===== config.mk =====
export PLATFORM = sky130hd
export DESIGN_NAME = bsl_cell
export DESIGN_NICKNAME = d
export VERILOG_FILES = /design/src/rtl/bsl_pkg.sv /design/src/rtl/bsl_cell.sv
export SDC_FILE = /design/constraint.sdc
export NUM_CORES = 1
export LEC_CHECK = 0
export ABC_AREA = 1
export BUFFER_PORTS_ARGS = -buffer_cell sky130_fd_sc_hd__buf_2
export CAP_MARGIN = 20
export CORE_AREA = 2 2 88 90
export DETAILED_ROUTE_END_ITERATION = 16
export DIE_AREA = 0 0 90 92
export GPL_TIMING_DRIVEN = 1
export PLACE_DENSITY_LB_ADDON = 0.25
export SYNTH_ARGS = -nofsm -noshare
export SYNTH_HDL_FRONTEND = slang
export SYNTH_SLANG_ARGS = --single-unit

===== constraint.sdc =====
create_clock -name clk_i -period 2.9 [get_ports clk_i]
set_input_delay 0.435 -clock clk_i [delete_from_list [all_inputs] [get_ports clk_i]]
set_output_delay 0.435 -clock clk_i [all_outputs]
set_load 0.01 [all_outputs]

===== src/rtl/bsl_pkg.sv =====
// bsl_pkg: shared constants, types and helpers for the bounded shift list
// depends on nothing; imported by bsl_cell and bounded_shift_list
`default_nettype none

package bsl_pkg;

  // list geometry
  localparam int CAPACITY   = 64;
  localparam int ELEM_WIDTH = 32;

  // count runs from 0 to CAPACITY inclusive
  localparam int CNT_W = $clog2(CAPACITY + 1);
  // width used to compare the read index against the count
  localparam int CMP_W = (CNT_W > 8) ? CNT_W : 8;

  // port widths fixed by the interface
  localparam int PORT_WORD_W   = 32;
  localparam int PORT_COUNT_W  = 7;
  localparam int PORT_OP_W     = 3;
  localparam int PORT_INDEX_W  = 8;
  localparam int PORT_STATUS_W = 2;

  typedef logic [ELEM_WIDTH-1:0] word_t;
  typedef logic [CNT_W-1:0]      count_t;

  typedef enum logic [PORT_OP_W-1:0] {
    OP_INS_HEAD = 3'd0,
    OP_INS_TAIL = 3'd1,
    OP_REM_HEAD = 3'd2,
    OP_REM_TAIL = 3'd3,
    OP_READ     = 3'd4
  } op_e;

  typedef enum logic [PORT_STATUS_W-1:0] {
    ST_DONE  = 2'd0,
    ST_FULL  = 2'd1,
    ST_EMPTY = 2'd2
  } status_e;

  // controls broadcast to every cell
  typedef struct packed {
    logic shift_up;    // every entry moves one place toward the tail
    logic shift_down;  // every entry moves one place toward the head
    logic append;      // the cell at position count, one past the tail entry, loads the new word
  } ctl_t;

  // per-cell position matches
  typedef struct packed {
    logic wr_here;     // this cell sits at position count
    logic rd_here;     // this cell is the clamped read position
    logic last_here;   // this cell holds the tail entry
  } sel_t;

  // port word to stored word (masked or zero-extended)
  function automatic word_t to_word(input logic [PORT_WORD_W-1:0] w);
    logic [63:0] t;
    t = {32'b0, w};
    return t[ELEM_WIDTH-1:0];
  endfunction

  // stored word to port word (low bits shown)
  function automatic logic [PORT_WORD_W-1:0] to_port(input word_t w);
    logic [63:0] t;
    t = 64'(w);
    return t[PORT_WORD_W-1:0];
  endfunction

endpackage

`default_nettype wire


===== src/rtl/bsl_cell.sv =====
// bsl_cell: one storage cell of the shift chain, holds one list entry
// depends on bsl_pkg for the word type and the control structs
`default_nettype none

module bsl_cell (
  input  wire logic          clk_i,
  input  wire bsl_pkg::ctl_t  ctl_i,
  input  wire bsl_pkg::sel_t  sel_i,
  input  wire bsl_pkg::word_t new_i,
  input  wire bsl_pkg::word_t prev_i,
  input  wire bsl_pkg::word_t next_i,
  output bsl_pkg::word_t     word_o,
  output bsl_pkg::word_t     rd_o,
  output bsl_pkg::word_t     last_o
);
  import bsl_pkg::*;

  word_t word_q;
  word_t word_d;

  // neighbour hand-over or local load
  always_comb begin
    word_d = word_q;
    if (ctl_i.shift_up) begin
      word_d = prev_i;
    end else if (ctl_i.shift_down) begin
      word_d = next_i;
    end else if (ctl_i.append && sel_i.wr_here) begin
      word_d = new_i;
    end
  end

  // entry storage, no reset
  always_ff @(posedge clk_i) begin
    word_q <= word_d;
  end

  // gated contributions to the read and tail buses
  assign word_o = word_q;
  assign rd_o   = sel_i.rd_here   ? word_q : '0;
  assign last_o = sel_i.last_here ? word_q : '0;

endmodule

`default_nettype wire


==> results.md <==
- The flow ran to the end, and the final reports show no timing, DRC or antenna violations.
- The synthesized net count is 511.
- The number of gates resized after CTS was 0.
- The tightest min-delay check is of the primary input to flop type.
- The DRC violation count after routing is 0.
- The worst pin sits at a relative slew slack of 0.587.
- The number of iterations in the first detailed-routing pass is 4.
- In the global route stage, overall resource usage came out at 0.174.
- The longest clock path from root to sink contains 2 buffers.
- The number of endpoints with negative hold slack in the final report was 0.
- The number of max-slew violations in the final report came to 0.
- A synthesized cell averages 6.09 sq um.
- Subtracting the final worst setup slack from the clock period gives 1.95 ns.
- The total area inside the core boundary comes to 7450 sq um.
- The via count is 2,847.
- The via count of the first global-routing pass is 2,616.
- After legalization and detailed placement, the total HPWL measured 5.62 mm.
- In this run the worst setup path terminates at word_o[28]$_DFFE_PP_.
- The CTS sink count is 32.
- The xor/xnor share of the synthesized area is 0.
- The arrival time at the worst endpoint is 1.92 ns.
- The horizontal die dimension is 90 um.
- The critical path startpoint is ctl_i[2].
- The chip height is 92 um.
- The starting utilization of the core area is 0.334.
- The average wire per standard cell is 10.4 um.
- The share of synthesized area in the top cell type comes to 0.387.
- The mux contribution to synthesized area is 0.
- The worst setup path is captured at a flop.
- The critical path goes through buf_2 -> inv_4 -> nand3_2 -> buf_4.
- The buffer type at the clock tree root is sky130_fd_sc_hd__clkbuf_8.
- The worst-case vdd ir drop is 0.176 mV.
- The sum of overflow across all layers after global routing is 0.
- The critical path's slowest cell is sky130_fd_sc_hd__buf_2.
- The number of clock buffers inserted by TritonCTS is 5.
- By startpoint and endpoint, the worst setup path is classified as primary input to flop.
- The setup violation total in the final timing report is 0.
- At the pin with the least slew margin, the transition time is 0.620 ns.
- The H-tree was split into 2 levels.
- Input and output buffers added on the ports amount to 198.
- The cell count after synthesis came out at 408.
- The last weighted congestion value of the routability-driven placer is 0.865.
- The via density per instance is 4.08.
- The adder-cell share of the synthesized area is 0.
- The detail route stage leaves a number of antenna-violating nets equal to 0.
- Max-cap violations in this run came to 0.
- For this run, the number of Yosys warnings is 0.
- The part of the Yosys area used for sequential elements is 0.387.
- The first global-routing pass estimated 11.7 mm of wire.
- The compound-gate portion of the synthesized area is 0.
- The placed instance area is 3480 sq um.
- The startpoint kind of the worst setup timing path is a primary input.
- After synthesis the netlist holds a flip-flop and latch count of 32.
- The cell area that synthesis handed to floorplanning was 2490 sq um.
- Summing all non-filler instances in the final layout gives an area of 3560 sq um.
- Buffers inserted to repair hold after CTS numbered 0.
- The cell area power density is 395 nW/um^2.
- The clock tree from TritonCTS is built.
- The initial DRC count is 66.
- The data required time at the worst endpoint is 2.87 ns.
- The number of nets in the layout is 698.
- By area the synthesized netlist is led by sky130_fd_sc_hd__edfxtp_1 39%, sky130_fd_sc_hd__nand2_1 29%, sky130_fd_sc_hd__inv_1 19%.
- In the finished design, the share of the clock period the worst path needs comes to 0.673.
- Along the worst path, the maximum fanout reaches 33.
- The area overhead of the layout relative to synthesis is 43.4%.
- The number of flip-flops under the largest register name is 32.
- Synthesis instantiated 8 different standard cells from the library.
- The number of antenna diodes in the final layout is 0.
- Wires add up to 7.28 mm.
- For this design the top-level I/O count stands at 199.
- For this run, the slowest stage of the critical path takes 0.49 ns.
- Clock-pin slew was measured on the worst setup and hold paths at 0.07 ns.
- Setup repair after global routing left no endpoint under its margin.
- The post-synthesis share of cell area spent on and, or, nand and nor gates is 0.358.
- The die covers 8280 sq um.
- The post-CTS setup buffer count is 0.
- Timing would allow up to 0.512 GHz.
- In the final timing run, aggregate negative setup slack is 0 ns.
- The dominant combinational cell family by area after synthesis is simple AND/OR/NAND/NOR gates.
- Entering global routing, the biggest net connects 34 pins.
- The share of cells above drive strength 1 is 0.352.
- The number of antenna violations at the first check in global routing is 0.
- The initialized floorplan defines 32 standard-cell rows.
- At the end of the flow the core is filled with cells to 0.479.
- The total leakage power is 2.63 nW.
- The cell type with the largest total area after synthesis is sky130_fd_sc_hd__edfxtp_1.
where the power goes:
part,total (mW),switching [mW],internal (mW)
sequential,0.626,0.0461,0.579
clock,0.326,0.163,0.163
combinational,0.456,0.258,0.197
total,1.41,0.468,0.939
worst max-delay path, delay by kind of cell:
| family | cells | cell delay, ns |
|---|---|---|
| simple gates | 1 | 0.37 |
| buf+inv | 3 | 1.10 |
worst min path at each step:
stage	startpoint	end	slack, ns	cells after the start
finish	prev_i[5]	word_o[5]$_DFFE_PP_	0.42	3
global route	prev_i[5]	word_o[5]$_DFFE_PP_	0.42	3
CTS	prev_i[5]	word_o[5]$_DFFE_PP_	0.41	3
detailed placement	prev_i[29]	word_o[29]$_DFFE_PP_	0.71	3
global placement	prev_i[29]	word_o[29]$_DFFE_PP_	0.71	3
floorplan	prev_i[29]	word_o[29]$_DFFE_PP_	0.62	2
metal layers:
layer	wire [um]	track usage	vias up	part of all wire
li1	-	-	1514	-
met1	2890	0.195	1228	0.40
met2	3850	0.330	97	0.53
met3	439	0.0386	8	0.060
met4	102	0.0513	0	0.014
met5	0	0	-	0
cell type report:
type | instances | area (sq um)
Clock inverter | 3 | 13.8
Sequential cell | 32 | 961
Clock buffer | 5 | 68.8
Timing Repair Buffer | 200 | 1010
Inverter | 130 | 493
Multi-Input combinational cell | 226 | 895
Fill cell | 808 | 3880
Tap cell | 102 | 128
per-stage QoR:
stage	std cells	total power [mW]	setup WS, ns	hold WS, ns
6_report	698	1.41	0.948	0.421
5_1_grt	698	1.50	0.761	0.424
4_1_cts	698	1.42	0.921	0.412
3_5_place_dp	690	1.10	0.612	0.709
3_3_place_gp	690	1.09	0.690	0.708
2_1_floorplan	408	0.876	0.807	0.617
synth_stat cells:
cell and count:
sky130_fd_sc_hd__nand3_1 33, sky130_fd_sc_hd__buf_4 7, sky130_fd_sc_hd__inv_1 128, sky130_fd_sc_hd__inv_4 2, sky130_fd_sc_hd__nand2_1 193, sky130_fd_sc_hd__buf_2 9, sky130_fd_sc_hd__buf_6 4, sky130_fd_sc_hd__edfxtp_1 32
logic make-up (layout without fill, tap and decap cells):
group	after synthesis	in the layout
and+or+nand+nor	226	226
buffers and inverters	150	338
DFF	32	32
placed cells by master, fill, tap and decap left out, drive strengths merged:
| cell | instances |
|---|---|
| inv | 130 |
| nand3 | 33 |
| buf | 200 |
| clkbuf | 5 |
| edfxtp | 32 |
| clkinv | 3 |
| nand2 | 193 |
Power figures use the tool's default switching activity.
